<file path="config.mk">
export PLATFORM = sky130hd
export DESIGN_NAME = kgct_ctrl
export DESIGN_NICKNAME = d
export VERILOG_FILES = /design/src/rtl/kgct_pkg.sv /design/src/rtl/kgct_ctrl.sv
export SDC_FILE = /design/constraint.sdc
export NUM_CORES = 1
export LEC_CHECK = 0
export ABC_AREA = 0
export ABC_CLOCK_PERIOD_IN_PS = 2250
export BUFFER_PORTS_ARGS = -buffer_cell sky130_fd_sc_hd__buf_2
export CAP_MARGIN = 0
export CORE_MARGIN = 2
export CORE_UTILIZATION = 40
export DETAILED_ROUTE_END_ITERATION = 8
export REMOVE_ABC_BUFFERS = 1
export SYNTH_ARGS = -nofsm -noshare
export SYNTH_HDL_FRONTEND = slang
export SYNTH_SLANG_ARGS = --single-unit
</file>
<file path="constraint.sdc">
create_clock -name clock -period 2.25 [get_ports clock]
set_input_delay 0.5625 -clock clock [delete_from_list [all_inputs] [get_ports clock]]
set_output_delay 0.5625 -clock clock [all_outputs]
set_load 0.05 [all_outputs]
</file>
<file path="src/rtl/kgct_pkg.sv">
`default_nettype none
package kgct_pkg;

   localparam int REQ_DATA_W = 176;
   localparam int REQ_USER_W = 2;
   localparam int RSP_DATA_W = 112;
   localparam int RSP_USER_W = 2;
   localparam int CSR_DATA_W = 31;
   localparam int CSR_INDEX_W = 1;

   localparam int ROT_FRAC = 16;
   localparam logic signed [15:0] QUAT_ONE = 16'sd16384;
   localparam logic [30:0] TRANS_THR_RST = 31'd32768;
   localparam logic [14:0] COS_HALF_RST = 15'd16244;

   localparam logic [4:0] DIV_LAST = 5'd16;
   localparam logic [3:0] ENT_LAST = 4'd8;

   typedef enum logic [0:0] {
      CSR_TRANS_THR = 1'b0,
      CSR_COS_HALF  = 1'b1
   } csr_index_type;

   typedef enum logic [0:0] {
      MODE_POSE  = 1'b0,
      MODE_POINT = 1'b1
   } mode_type;

   typedef enum logic [3:0] {
      MS_NONE, MS_TMAG, MS_THR, MS_DOT, MS_LSQ, MS_KSQ, MS_PAIR,
      MS_DD, MS_CC, MS_NN, MS_HIC, MS_LOC
   } mul_sel_type;

   typedef enum logic [3:0] {
      AO_NONE, AO_TSUM, AO_TTHR, AO_DOT, AO_LSQ, AO_KSQ, AO_PAIR,
      AO_DD, AO_CC, AO_NN, AO_HIC, AO_LOC
   } acc_op_type;

   typedef struct packed {
      mul_sel_type msel;
      acc_op_type  aop;
      logic [2:0]  idx;
   } uop_type;

   localparam uop_type UOP_IDLE = '{MS_NONE, AO_NONE, 3'd0};

   // frame setup program for the shared multiplier
   localparam int UPROG_LEN = 28;
   localparam uop_type UPROG [UPROG_LEN] = '{
      '{MS_TMAG, AO_TSUM, 3'd0},
      '{MS_TMAG, AO_TSUM, 3'd1},
      '{MS_TMAG, AO_TSUM, 3'd2},
      '{MS_THR,  AO_TTHR, 3'd0},
      '{MS_DOT,  AO_DOT,  3'd0},
      '{MS_DOT,  AO_DOT,  3'd1},
      '{MS_DOT,  AO_DOT,  3'd2},
      '{MS_DOT,  AO_DOT,  3'd3},
      '{MS_LSQ,  AO_LSQ,  3'd0},
      '{MS_LSQ,  AO_LSQ,  3'd1},
      '{MS_LSQ,  AO_LSQ,  3'd2},
      '{MS_LSQ,  AO_LSQ,  3'd3},
      '{MS_KSQ,  AO_KSQ,  3'd0},
      '{MS_KSQ,  AO_KSQ,  3'd1},
      '{MS_KSQ,  AO_KSQ,  3'd2},
      '{MS_KSQ,  AO_KSQ,  3'd3},
      '{MS_DD,   AO_DD,   3'd0},
      '{MS_CC,   AO_CC,   3'd0},
      '{MS_PAIR, AO_PAIR, 3'd0},
      '{MS_PAIR, AO_PAIR, 3'd1},
      '{MS_PAIR, AO_PAIR, 3'd2},
      '{MS_PAIR, AO_PAIR, 3'd3},
      '{MS_PAIR, AO_PAIR, 3'd4},
      '{MS_PAIR, AO_PAIR, 3'd5},
      '{MS_NN,   AO_NN,   3'd0},
      '{MS_NONE, AO_NONE, 3'd0},
      '{MS_HIC,  AO_HIC,  3'd0},
      '{MS_LOC,  AO_LOC,  3'd0}
   };

   typedef enum logic [1:0] {
      XA_NONE, XA_SET, XA_ADD
   } xacc_type;

   typedef enum logic [3:0] {
      ST_IDLE, ST_LATCH, ST_MUL, ST_DLOAD, ST_DSTEP, ST_DSTORE, ST_DECIDE,
      ST_POINT, ST_X0, ST_X1, ST_X2, ST_X3, ST_XFIN, ST_EMIT
   } ctrl_state_type;

   typedef struct packed {
      logic       capture;
      logic       pose_load;
      logic       latch;
      uop_type    uop;
      logic       div_load;
      logic       div_step;
      logic       div_store;
      logic [3:0] ent;
      logic [1:0] xcol;
      xacc_type   xacc;
      logic       xfin;
      logic       out_load;
      logic       out_point;
      logic       out_end;
      logic       out_kf;
      logic       kf_load;
   } dp_cmd_type;

   typedef struct packed {
      mode_type in_mode;
      logic     pt_ok;
      logic     pt_last;
      logic     trans_pass;
      logic     rot_pass;
   } dp_status_type;

endpackage
`default_nettype wire

</file>
<file path="src/rtl/kgct_ctrl.sv">
`default_nettype none
module kgct_ctrl (
   input  wire logic                    clock,
   input  wire logic                    reset,
   input  wire logic                    req_tvalid,
   output logic                         req_tready,
   output logic                         rsp_tvalid,
   input  wire logic                    rsp_tready,
   input  wire kgct_pkg::dp_status_type status,
   output kgct_pkg::dp_cmd_type         cmd
);
   import kgct_pkg::*;

   ctrl_state_type state_ff, state_in;
   logic [4:0] pc_ff, pc_in;
   logic [4:0] bit_ff, bit_in;
   logic [3:0] ent_ff, ent_in;
   logic frame_open_ff, frame_open_in;
   logic accepted_ff, accepted_in;
   logic had_point_ff, had_point_in;
   logic latest_valid_ff, latest_valid_in;
   logic kf_valid_ff, kf_valid_in;
   logic rsp_valid_ff, rsp_valid_in;
   logic can_load;
   logic pt_use;
   logic kf_take;

   assign rsp_tvalid = rsp_valid_ff;
   assign can_load = !rsp_valid_ff || rsp_tready;
   assign pt_use = accepted_ff && status.pt_ok;
   assign kf_take = status.pt_last && (had_point_ff || pt_use);

   always_ff @(posedge clock) begin
      if (reset) begin
         state_ff        <= ST_IDLE;
         pc_ff           <= '0;
         bit_ff          <= '0;
         ent_ff          <= '0;
         frame_open_ff   <= 1'b0;
         accepted_ff     <= 1'b0;
         had_point_ff    <= 1'b0;
         latest_valid_ff <= 1'b0;
         kf_valid_ff     <= 1'b0;
         rsp_valid_ff    <= 1'b0;
      end else begin
         state_ff        <= state_in;
         pc_ff           <= pc_in;
         bit_ff          <= bit_in;
         ent_ff          <= ent_in;
         frame_open_ff   <= frame_open_in;
         accepted_ff     <= accepted_in;
         had_point_ff    <= had_point_in;
         latest_valid_ff <= latest_valid_in;
         kf_valid_ff     <= kf_valid_in;
         rsp_valid_ff    <= rsp_valid_in;
      end
   end

   always_comb begin
      state_in        = state_ff;
      pc_in           = pc_ff;
      bit_in          = bit_ff;
      ent_in          = ent_ff;
      frame_open_in   = frame_open_ff;
      accepted_in     = accepted_ff;
      had_point_in    = had_point_ff;
      latest_valid_in = latest_valid_ff;
      kf_valid_in     = kf_valid_ff;
      rsp_valid_in    = rsp_valid_ff && !rsp_tready;
      req_tready      = 1'b0;
      cmd             = '0;
      cmd.uop         = UOP_IDLE;
      cmd.xacc        = XA_NONE;
      cmd.ent         = ent_ff;

      unique case (state_ff)
         ST_IDLE: begin
            req_tready  = 1'b1;
            cmd.capture = req_tvalid;
            if (req_tvalid) begin
               if (status.in_mode == MODE_POSE) begin
                  cmd.pose_load   = 1'b1;
                  latest_valid_in = 1'b1;
               end else if (frame_open_ff) begin
                  state_in = ST_POINT;
               end else begin
                  frame_open_in = 1'b1;
                  had_point_in  = 1'b0;
                  state_in      = ST_LATCH;
               end
            end
         end
         ST_LATCH: begin
            cmd.latch = 1'b1;
            pc_in     = '0;
            ent_in    = '0;
            state_in  = ST_MUL;
         end
         ST_MUL: begin
            cmd.uop = UPROG[pc_ff];
            if (pc_ff == 5'(UPROG_LEN - 1)) begin
               state_in = ST_DLOAD;
            end else begin
               pc_in = pc_ff + 5'd1;
            end
         end
         ST_DLOAD: begin
            cmd.div_load = 1'b1;
            bit_in       = '0;
            state_in     = ST_DSTEP;
         end
         ST_DSTEP: begin
            cmd.div_step = 1'b1;
            if (bit_ff == DIV_LAST) begin
               state_in = ST_DSTORE;
            end else begin
               bit_in = bit_ff + 5'd1;
            end
         end
         ST_DSTORE: begin
            cmd.div_store = 1'b1;
            if (ent_ff == ENT_LAST) begin
               state_in = ST_DECIDE;
            end else begin
               ent_in   = ent_ff + 4'd1;
               state_in = ST_DLOAD;
            end
         end
         ST_DECIDE: begin
            accepted_in = latest_valid_ff &&
               (!kf_valid_ff || status.trans_pass || status.rot_pass);
            state_in = ST_POINT;
         end
         ST_POINT: begin
            if (pt_use) begin
               state_in = ST_X0;
            end else if (status.pt_last && accepted_ff) begin
               state_in = ST_EMIT;
            end else begin
               if (status.pt_last) begin
                  frame_open_in = 1'b0;
                  accepted_in   = 1'b0;
                  had_point_in  = 1'b0;
               end
               state_in = ST_IDLE;
            end
         end
         ST_X0: begin
            cmd.xcol = 2'd0;
            state_in = ST_X1;
         end
         ST_X1: begin
            cmd.xcol = 2'd1;
            cmd.xacc = XA_SET;
            state_in = ST_X2;
         end
         ST_X2: begin
            cmd.xcol = 2'd2;
            cmd.xacc = XA_ADD;
            state_in = ST_X3;
         end
         ST_X3: begin
            cmd.xacc = XA_ADD;
            state_in = ST_XFIN;
         end
         ST_XFIN: begin
            cmd.xfin = 1'b1;
            state_in = ST_EMIT;
         end
         ST_EMIT: begin
            if (can_load) begin
               cmd.out_load  = 1'b1;
               cmd.out_point = pt_use;
               cmd.out_end   = status.pt_last;
               cmd.out_kf    = kf_take;
               cmd.kf_load   = kf_take;
               rsp_valid_in  = 1'b1;
               if (pt_use) begin
                  had_point_in = 1'b1;
               end
               if (status.pt_last) begin
                  frame_open_in = 1'b0;
                  accepted_in   = 1'b0;
                  had_point_in  = 1'b0;
                  if (kf_take) begin
                     kf_valid_in = 1'b1;
                  end
               end
               state_in = ST_IDLE;
            end
         end
         default: begin
            state_in = ST_IDLE;
         end
      endcase
   end

endmodule
`default_nettype wire

</file>
After elaboration in Yosys (flattened, before gate mapping) --
Memories as Yosys holds them, arrays and structs flattened. Cells that the tools add are included.
Cells by class: reductions and logical operators 28, bitwise logic cells 2, $add $sub $neg 3, eq/ne operators 29, order comparisons 1, muxes and demuxes 56
Operators by type and width (number):
- case mux 4 bit (14 select lines) | 1
- two-way mux 11 bit | 3
- two-way mux 4 bit | 8
- two-way mux 1 bit | 29
- == test 4 bit (second input constant) | 7
- inequality test 2 bit (second input constant) | 12
- two-way mux 5 bit | 4
- case mux 5 bit (2 select lines) | 2
- == test 4 x 3 -> 1 bit (second input constant) | 4
- adder 5 x 1 -> 5 bit (second input constant) | 2
- == test 5 bit (second input constant) | 2
- case mux 1 bit (3 select lines) | 3
- AND reduction 9 bit | 1
- == test 4 x 2 -> 1 bit (second input constant) | 2
- case mux 2 bit (2 select lines) | 2
- case mux 4 bit (2 select lines) | 1
- AND reduction 4 bit | 2
- >= comparator 6 bit (second input constant) | 1
- two-way mux 3 bit | 2
- inverter 5 -> 6 bit | 1
- AND reduction 2 bit | 3
- AND reduction 6 bit | 1
- nonzero test 2 bit | 3
- nonzero test 3 bit | 2
- other kinds (12) | 21
Word-level totals: logic and storage cells 130, memories 1, output and inout port bits 33, register bits after elaboration 24, bits in read-only memories 352, bits of input ports 9
Memories:
- (no name shown) | depth 32, width 11, rd ports 1, clocked after memory_dff 0, wr ports 0, line kgct_ctrl.sv:100 | cmd.uop = UPROG[pc_ff];

Depth between registers and ports, before layout --
Gate-level depths: netlist (run 1).
depth in word-level cells 5, depth in mapped cells 7, depth with buffers taken out 7

Least setup slack after synthesis (run 1) --
No wires, ideal clock.
path kind input -> output, start input rsp_tready, end output cmd[1] (netlist name), stages on the path 5, buffers on the path 1, slack -1.512 ns, required time 1.688 ns, data arrival time 3.199 ns, cell sequence nand2b_1 > nor2b_1 > and2_1 > nor2b_1 > buf_4
RTL lines:
- start, declared | line kgct_ctrl.sv:8 | input wire logic rsp_tready,
- end, declared | line kgct_ctrl.sv:10 | output kgct_pkg::dp_cmd_type cmd

==> key figures, run 1 <==
Floorplan
  • Chip Height: slightly above 70 µm
  • Die W: roughly 71 µm
  • Die ar.: between 5000 and 6000 µm²
  • Initial Util: 0.413
  • Cell row count: 24
  • I/O pins: between 40 and 50
  • Core area: 4320 µm²

STA
  • FMAX: between 0.4 and 0.5 GHz
  • Final setup vio count: 0
  • Final Hold Violating Endpoints: 0
  • Headroom to the max-slew limit: 0.752
  • Tcrit/Tclk final: 0.968
  • Post-layout min period: about 2200 ps
  • Final slew viol count: 0
  • Tightest Pin Transition: roughly 370 ps
  • Clock Skew: around 5.6 ps
  • RSZ-0062 raised after global routing: yes

Worst hold path
  • Hold path depth: 2
  • Hold Path Class: register to register

Route
  • Residual DRC: 0
  • Via count: between 1500 and 2000
  • Routed len/inst: 12.5 µm
  • Antenna viol nets, final: 0
  • Pre-antenna DRT Iters: 4
  • Via density: between 5 and 6
  • DR iter-0 viols: 86
  • Total wire length: ~3.8 mm

Critical path
  • Crit path kind: register to output pin
  • R2R depth: 7
  • Worst path arrival time: around 1600 ps
  • CP endpoint: cmd[21]
  • Critical path startpoint: pc_ff[1]
  • Crit-path max FO: 5
  • FF-to-FF End: had_point_ff
  • Worst path required time: 1690 ps
  • Critical Path Start Type: register
  • Worst r2r src: state_ff[0]
  • CP endpoint kind: output pin
  • R2R Setup Slk: approximately 520 ps

Global routing
  • Pin count of the biggest net entering global routing: 15
  • Grt ovf: 0
  • GRT Total Usage: 0.159
  • First-pass GRT wire length: 6.44 mm
  • Vias in the first global route: around 1400
  • Antenna violations before repair: 0

Logic synthesis
  • Synth cell count leaders: dfxtp_1 (24), nor2_1 (22), nand2_1 (18)
  • Syn Inst Count: roughly 210
  • Netlist Area Pre-Place: ~1800 µm²
  • Area contributors post-synth: dfxtp_1 (27%), ha_1 (7.7%), a21oi_1 (4.8%), nor2_1 (4.6%), nand2_1 (3.8%)
  • Syn. warnings: 0
  • Most numerous cell in the Yosys netlist: dfxtp_1
  • Main synth FF type: dfxtp_1
  • Post-synth EDFFs: 0
  • Post-synth ARST share: 0
  • Cell taking the most area after synthesis: dfxtp_1
  • Seq cells post-synth: 24
  • Sequential fraction of the synthesis area: 0.269
  • Syn avg cell area: roughly 8.4 µm²
  • Synth cell types: 56
  • Top-area cell type share of the netlist area: 0.269

Cells and area
  • Post-layout util: 0.523
  • Layout cells sized above 1: 0.398
  • Design area: around 2300 µm²
  • Fin nets: approximately 280
  • Area Growth Syn to Fin: 26.7%
  • Ant diodes: 0

Pwr
  • Power Total: 1.94 mW
  • Leakage power: approximately 0.9 nW
  • PwrDens: about 860 nW/µm²
  • Maximum vdd ir drop: around 850 µV

Placed design
  • PortBufs: 41
  • Placer Congestion: approximately 0.79
  • DP HPWL: about 2.8 mm
  • DP Area: just over 2000 µm²

Clocking
  • CTS tree: built
  • Sink Count: 24
  • CTS clk-pin slew, worst paths: about 90 ps
  • Hold buffer count at cts: 0
  • Clock Latency Late Sink: ~270 ps
  • Number of CTS-inserted buffers: 3
  • Maximum buffer depth of the clock tree: 2
  • CTS H-Tree Depth: 1
  • Clk root buf: clkbuf_8

Run
  • Max Cap Viol: 0

Run status
  • Status: finished, final reports clean
[power by group]
group / switching [mW] / internal, mW
Sequential: 0.0777 / 0.482
Clock: 0.140 / 0.156
Combinational: 0.670 / 0.416
[cell type report]
class                           instances  area, µm²
Inverter                               11       46.3
Tap cell                               52       65.1
Fill cell                             423       2060
Multi-Input combinational cell        162       1220
Timing Repair Buffer                   55        378
Clock buffer                            4       55.1
Sequential cell                        24        498
[registers in the layout, indices dropped and copies added, names as in the netlist]
name	cells
pc_ff	5
bit_ff	5
rsp_tvalid	1
latest_valid_ff	1
state_ff	4
accepted_ff	1
frame_open_ff	1
had_point_ff	1
ent_ff	4
kf_valid_ff	1
[worst min-delay path by stage]
stage                         start               to  slack (ps)
floorplan           latest_valid_ff  latest_valid_ff         440
global placement    latest_valid_ff  latest_valid_ff         460
CTS                 latest_valid_ff  latest_valid_ff         490
detailed placement  latest_valid_ff  latest_valid_ff         470
global route        latest_valid_ff      accepted_ff         530
finish              latest_valid_ff  latest_valid_ff         490
[logic make-up (layout without fill, tap and decap cells)]
family / after synthesis / count (layout) / share of synthesized area
and+or+nand+nor: 91 / 91 / 0.321
AOI/OAI and AO/OA: 48 / 48 / 0.173
buffers and inverters: 27 / 70 / 0.0898
DFF: 24 / 24 / 0.269
adders and majority gates: 11 / 11 / 0.0771
xor gates and xnor gates: 7 / 7 / 0.0386
muxes: 5 / 5 / 0.0309
[per-layer routing]
layer  vias to the layer above  GRT usage  part of all wire
met5                         -          0                 0
li1                        826          -                 -
met4                         0     0.0482            0.0099
met2                        39      0.250              0.46
met1                       740      0.214              0.48
met3                         4     0.0413             0.051
[stage by stage]
stage	hold WS (ps)	std cells	setup TNS, ps	setup slack (ps)
2_1_floorplan	441	197	-25020	-2370
3_3_place_gp	458	302	0	138
3_5_place_dp	466	302	0	132
4_1_cts	487	307	0	12.9
5_1_grt	535	308	-43.8	-16.1
6_report	490	308	0	71.5
[repair_timing]
| action | in CTS | in global routing |
|---|---|---|
| endpoints found under the setup margin | 14 | 20 |
| setup buffers | 2 | 1 |
| resized for setup | 26 | 34 |
| gates cloned | 0 | 0 |
| pin swaps | 1 | 4 |
[layout by cell type (no fill, tap or decap), drive strengths merged, types with 2 or more instances in the layout]
cell type	n
o211ai	3
o21ai	9
a211oi	2
xor2	4
a21oi	18
nand4b	4
nand2b	3
buf	54
nor2	23
clkbuf	5
nor2b	9
o2111ai	2
nand3	7
inv	11
nand2	18
a31oi	3
and2	3
nor4	2
nor4b	4
o2bb2ai	2
nor3	6
ha	11
dfxtp	24
xnor2	3
and3	2
o22ai	2
mux2i	4
or2	3
[critical path, stage by stage, from the launching register on]
cell and delay [ps]:
dfxtp_4 390, inv_4 60, ha_2 170, a21oi_2 150, a21o_1 110, a21oi_1 60
nor2b_1 210, buf_6 190
(Power assumes the default switching activity.)
==> inputs of run 2 (changes only) <==
Settings changed: CTS_CLUSTER_DIAMETER set to 50, CTS_CLUSTER_SIZE set to 40, RECOVER_POWER set to 100.
==> run 2 against run 1 <==
Fmax hardly changed; critical path type unchanged; power hardly changed; sequential share of layout area hardly changed; critical endpoint unchanged.
==> key figures, run 2 (same netlist as run 1, synthesis figures left out) <==
Route
  • Via density: 5.23 (was 5.22)
  • Routed len/inst: 12.5 µm (about the same)
  • Total wire length: 3.84 mm (was 3.85 mm)
  • DR iter-0 viols: 79 (was 86)
  • Residual DRC: 0 (unchanged)
  • Via count: 1612 (was 1609)
  • Antenna viol nets, final: 0 (unchanged)
  • Pre-antenna DRT Iters: 4 (unchanged)

Pwr
  • PwrDens: 860 nW/µm² (was 859 nW/µm²)
  • Internal: 1.05 mW (about the same)
  • Proportion of power drawn by combinational gates: 0.559 (about the same)
  • Leakage power: 0.897 nW (was 0.900 nW)
  • Seq pwr share: 0.288 (about the same)
  • Psw: 0.887 mW (about the same)
  • Switching Share: 0.457 (about the same)
  • Clk pwr share: 0.153 (about the same)
  • Maximum vdd ir drop: 849 µV (was 848 µV)

STA
  • Setup WS post-layout: 71.0 ps (was 71.5 ps)
  • Clock Skew: 6.00 ps (was 5.56 ps)
  • TNS Setup: 0 ps (unchanged)
  • Post-layout min period: 2180 ps (about the same)
  • Final setup vio count: 0 (unchanged)
  • RSZ-0062 raised after global routing: yes (unchanged)
  • Final Hold Violating Endpoints: 0 (unchanged)
  • Headroom to the max-slew limit: 0.658 (was 0.752)
  • Final slew viol count: 0 (unchanged)
  • Tightest Pin Transition: 513 ps (was 371 ps)
  • Tcrit/Tclk final: 0.968 (about the same)
  • FMAX: 0.459 GHz (about the same)

Critical path
  • CP endpoint kind: output pin (unchanged)
  • CP max-delay cell: dfxtp_4 (unchanged)
  • Crit path kind: register to output pin (unchanged)
  • Critical Path Start Type: register (unchanged)
  • R2R Setup Slk: 520 ps (about the same)
  • Top delay family on crit path: flip-flops (unchanged)
  • Worst path arrival time: 1620 ps (about the same)
  • CP max stage delay: 390 ps (about the same)
  • Worst-path cell chain: inv_4 > ha_2 > a21oi_2 > a21o_1 > a21oi_1 > nor2b_1 > buf_6 (unchanged)
  • Crit-path max FO: 5 (unchanged)
  • Buf/Inv on CP: 2 (unchanged)
  • Worst path required time: 1690 ps (about the same)

Clocking
  • Clk root buf: clkbuf_8 (unchanged)
  • CTS H-Tree Depth: 1 (unchanged)
  • Clock Latency Late Sink: 270 ps (about the same)
  • Sink Count: 24 (unchanged)
  • Maximum buffer depth of the clock tree: 2 (unchanged)
  • CTS clk-pin slew, worst paths: 90 ps (about the same)
  • Hold buffer count at cts: 0 (unchanged)
  • CTS tree: built (unchanged)
  • Number of CTS-inserted buffers: 3 (unchanged)

Placed design
  • DP HPWL: 2.77 mm (unchanged)
  • Pre-CTS setup slack: 132 ps (unchanged)
  • Number of placed cells counting well taps: 302 (unchanged)
  • PortBufs: 41 (unchanged)
  • Placer Congestion: 0.793 (unchanged)

Global routing
  • Pin count of the biggest net entering global routing: 15 (unchanged)
  • Antenna violations before repair: 0 (unchanged)
  • Vias in the first global route: 1420 (unchanged)
  • Grt ovf: 0 (unchanged)
  • GRT Total Usage: 0.159 (unchanged)
  • First-pass GRT wire length: 6.44 mm (unchanged)

Floorplan
  • Die W: 70.8 µm (unchanged)
  • Cell row count: 24 (unchanged)
  • Initial Util: 0.413 (unchanged)
  • Chip Height: 70.8 µm (unchanged)
  • I/O pins: 42 (unchanged)
  • Die ar.: 5010 µm² (unchanged)
  • Core area: 4320 µm² (unchanged)

Cells and area
  • Post-layout util: 0.522 (was 0.523)
  • Ant diodes: 0 (unchanged)
  • Commonest non-fill, non-tap cell in the layout: buf_2 (unchanged)
  • Commonest cells after routing, fill and taps aside: buf_2 (26), nor2_1 (22), buf_4 (19), nand2_1 (18), dfxtp_1 (16) (was buf_2 (26), nor2_1 (22), buf_4 (20), nand2_1 (18), dfxtp_1 (16))
  • Area Growth Syn to Fin: 26.5% (was 26.7%)
  • Fin nets: 277 (unchanged)
  • Number of fillers in the final layout: 425 (was 423)
  • Largest regs: bit_ff x5, pc_ff x5 (unchanged)
  • Layout cells sized above 1: 0.395 (was 0.398)
  • Finished Layout Cells: 308 (unchanged)

Run status
  • Status: finished, final reports clean (unchanged)

Run
  • Max Cap Viol: 0 (unchanged)

Worst hold path
  • Hold Path Class: register to register (unchanged)
## run 2: through the flow
stage                     hold WS (ps)  power [mW]  area [µm²]
after floorplan                    441        1.28        1670
after global placement             458        1.56        2030
after detailed placement           466        1.57        2030
after CTS                          487        1.91        2160
after global routing               537        2.09        2260
final                              490        1.94        2260
## run 2: repair_timing
action                                  in CTS  in global routing
endpoints found under the setup margin      14                 20
resized for setup                           26                 34
pin swaps                                    1                  4
buffers inserted                             2                  1
## run 2: cell type report
cell class / instances / area, µm² / area share
Multi-Input combinational cell: 162 / 1220 / 0.540
Timing Repair Buffer: 55 / 374 / 0.166
Inverter: 11 / 46.3 / 0.0205
Sequential cell: 24 / 498 / 0.221
Tap cell: 52 / 65.1 / 0.0288
Clock buffer: 4 / 55.1 / 0.0244
## run 2: per-layer routing
layer  routed length [µm]  track usage  vias up  share of wire
met5                    0            0        -              0
met4                   38       0.0482        0         0.0099
met3                  189       0.0413        4          0.049
met2                 1760        0.250       37           0.46
met1                 1850        0.214      745           0.48
li1                     -            -      826              -
## run 2: power groups by stage
stage | clock (mW) | sequential (mW) | combinational, mW
after detailed placement | 0 | 0.551 | 1.02
final | 0.297 | 0.560 | 1.08
after CTS | 0.307 | 0.552 | 1.05
after global routing | 0.328 | 0.569 | 1.19
after global placement | 0 | 0.549 | 1.01
after floorplan | 0 | 0.617 | 0.659
## run 2: worst register-to-register path, cell delays in order (launching register included)
cell	delay, ps
dfxtp_2	370
buf_4	180
nor4_4	290
buf_4	180
nand3_2	90
a22oi_1	230
a31oi_1	120
a211oi_1	200
## run 2: final timing paths
kind | start | end | cells after the start
setup / recovery | pc_ff[1] | cmd[21] | 7
hold reg to reg | latest_valid_ff | latest_valid_ff | 2
setup reg to reg | state_ff[0] | had_point_ff | 7
hold / removal | latest_valid_ff | latest_valid_ff | 2
==> inputs of run 3 (changes only) <==
Settings changed: ABC_CLOCK_PERIOD_IN_PS 2250 to 2700, CORE_ASPECT_RATIO set to 0.7.
Clock period 2.25 ns to 2.7 ns, I/O delays scaled along.
==> run 3 against run 2 <==
Via count is 3.7% lower; register-to-register slack better by 200 ps; critical endpoint is now cmd[1]; non-clock buffer count is 4 lower; power is 17% lower; critical path type unchanged.
==> key figures, run 3 (same netlist as run 1, synthesis figures left out) <==
Run status
  • Status: finished, final reports clean (unchanged)

STA
  • Clock Skew: 7.87 ps (was 6.00 ps)
  • Final slew viol count: 0 (unchanged)
  • FMAX: 0.393 GHz
  • Final Hold Violating Endpoints: 0 (unchanged)
  • TNS Setup: 0 ps (unchanged)
  • Tcrit/Tclk final: 0.943
  • Final setup vio count: 0 (unchanged)
  • Tightest Pin Transition: 620 ps (was 513 ps)
  • Post-layout min period: approximately 2500 ps
  • Headroom to the max-slew limit: 0.583 (was 0.658)
  • RSZ-0062 raised after global routing: yes (unchanged)

Route
  • Via count: 1553 (was 1612)
  • Antenna viol nets, final: 0 (unchanged)
  • Residual DRC: 0 (unchanged)
  • Via density: 5.06 (was 5.23)
  • Routed len/inst: 12.4 µm (was 12.5 µm)
  • Pre-antenna DRT Iters: 4 (unchanged)
  • DR iter-0 viols: 61 (was 79)
  • Total wire length: 3.81 mm (was 3.84 mm)

Clocking
  • Number of CTS-inserted buffers: 3 (unchanged)
  • CTS clk-pin slew, worst paths: 90 ps (about the same)
  • Maximum buffer depth of the clock tree: 2 (unchanged)
  • CTS tree: built (unchanged)
  • CTS H-Tree Depth: 1 (unchanged)
  • Clk root buf: clkbuf_8 (unchanged)
  • Sink Count: 24 (unchanged)
  • Hold buffer count at cts: 0 (unchanged)
  • Clock Latency Late Sink: 270 ps (about the same)

Pwr
  • Psw: 0.723 mW (was 0.887 mW)
  • Leakage power: 0.794 nW (was 0.897 nW)
  • Seq pwr share: 0.283 (was 0.288)
  • Power Total: 1.61 mW (was 1.94 mW)
  • Switching Share: 0.450 (was 0.457)
  • Proportion of power drawn by combinational gates: 0.516 (was 0.559)
  • PwrDens: 787 nW/µm² (was 860 nW/µm²)
  • Maximum vdd ir drop: 521 µV (was 849 µV)
  • Internal: 0.883 mW (was 1.05 mW)
  • Clk pwr share: 0.202 (was 0.153)

Global routing
  • Pin count of the biggest net entering global routing: 21 (was 15)
  • Grt ovf: 0 (unchanged)
  • Antenna violations before repair: 0 (unchanged)
  • GRT Total Usage: 0.155 (was 0.159)
  • Vias in the first global route: 1297 (was 1420)
  • First-pass GRT wire length: 6.36 mm (was 6.44 mm)

Critical path
  • Worst-path cell chain: nand4b_1 > nor2b_1 > and2_0 > nor2b_1 > buf_2 (was inv_4 > ha_2 > a21oi_2 > a21o_1 > a21oi_1 > nor2b_1 > buf_6)
  • Crit-path most repeated cell: nor2b_1
  • CP max stage delay: 500 ps (was 390 ps)
  • CP endpoint kind: output pin (unchanged)
  • R2R Setup Slk: 720 ps (was 520 ps)
  • CP max-delay cell: dfxtp_1 (was dfxtp_4)
  • Top delay family on crit path: simple AND/OR/NAND/NOR gates (was flip-flops)
  • Critical Path Start Type: register (unchanged)
  • Worst path required time: 2030 ps (was 1690 ps)
  • Buf/Inv on CP: 1 (was 2)
  • Worst path arrival time: 1870 ps (was 1620 ps)
  • Crit-path max FO: 7 (was 5)
  • Crit path kind: register to output pin (unchanged)

Placed design
  • DP HPWL: 2.83 mm (was 2.77 mm)
  • PortBufs: 41 (unchanged)
  • Placer Congestion: 0.796 (was 0.793)
  • DP Area: 2000 µm² (was 2030 µm²)

Floorplan
  • Core area: 4300 µm² (was 4320 µm²)
  • I/O pins: 42 (unchanged)
  • Die W: 83.8 µm (was 70.8 µm)
  • Chip Height: 59.9 µm (was 70.8 µm)
  • Die ar.: 5020 µm² (was 5010 µm²)
  • Cell row count: 20 (was 24)
  • Initial Util: 0.415 (was 0.413)

Cells and area
  • Layout cells sized above 1: 0.226 (was 0.395)
  • Fin nets: 273 (was 277)
  • Register area: 482 µm² (was 498 µm²)
  • Design area: 2040 µm² (was 2260 µm²)
  • Commonest non-fill, non-tap cell in the layout: dfxtp_1 (was buf_2)
  • Commonest cells after routing, fill and taps aside: dfxtp_1 (23), nor2_1 (22), nand2_1 (18), a21oi_1 (18), buf_2 (15) (was buf_2 (26), nor2_1 (22), buf_4 (19), nand2_1 (18), dfxtp_1 (16))
  • Ant diodes: 0 (unchanged)
  • Area Growth Syn to Fin: 14.3% (was 26.5%)
  • Area of the multi-input gates: 1110 µm² (was 1220 µm²)
  • Largest regs: bit_ff x5, pc_ff x5 (unchanged)
  • Number of fillers in the final layout: 441 (was 425)

Run
  • Max Cap Viol: 0 (unchanged)

Worst hold path
  • Hold Path Class: register to register (unchanged)
==> run 3: final timing paths <==
check,from,end,cells past startpoint
setup / recovery,state_ff[0],cmd[1],5
hold / removal,latest_valid_ff,latest_valid_ff,2
setup reg to reg,state_ff[2],frame_open_ff,7
hold reg to reg,latest_valid_ff,latest_valid_ff,2
==> run 3: what timing repair did <==
action,CTS,global route
gates resized for setup,0,4
setup endpoints to repair,0,7
setup buffers,0,2
==> run 3: cell type report <==
class                      count  share of cell area
sequential                    24               0.236
timing repair buffer          51               0.131
clock inverter                 1              0.0147
inverter                      11              0.0202
multi-input combinational    162               0.544
tap                           55              0.0337
clock buffer                   3              0.0202
==> run 3: layer usage <==
layer	vias to the layer above	share of wire	GRT usage
li1	820	-	-
met1	696	0.57	0.243
met2	35	0.39	0.215
met3	2	0.044	0.0345
met4	0	0.0045	0.0276
met5	-	0	0
==> run 3: worst register-to-register path, delay by kind of cell, from the launching register on <==
family	cells	cell delay [ps]
AO/OA/AOI/OAI	3	490
AND/OR/NAND/NOR	2	420
buffers and inverters	2	550
flip-flops	1	450
==> run 3: through the flow <==
step | util | cells | hold slack, ps | worst slack, ps
floorplan | - | 197 | 441 | -2040
global placement | 0.465 | 301 | 457 | 357
detailed placement | 0.465 | 301 | 468 | 288
CTS | 0.481 | 305 | 489 | 68.3
global route | 0.474 | 307 | 520 | -16.0
finish | 0.474 | 307 | 482 | 155
==> run 3: power groups by stage <==
stage	combinational, mW	clock (mW)	sequential [mW]
floorplan	0.549	0	0.514
global placement	0.811	0	0.465
detailed placement	0.809	0	0.467
CTS	0.815	0.332	0.458
global route	0.906	0.348	0.465
finish	0.828	0.324	0.454
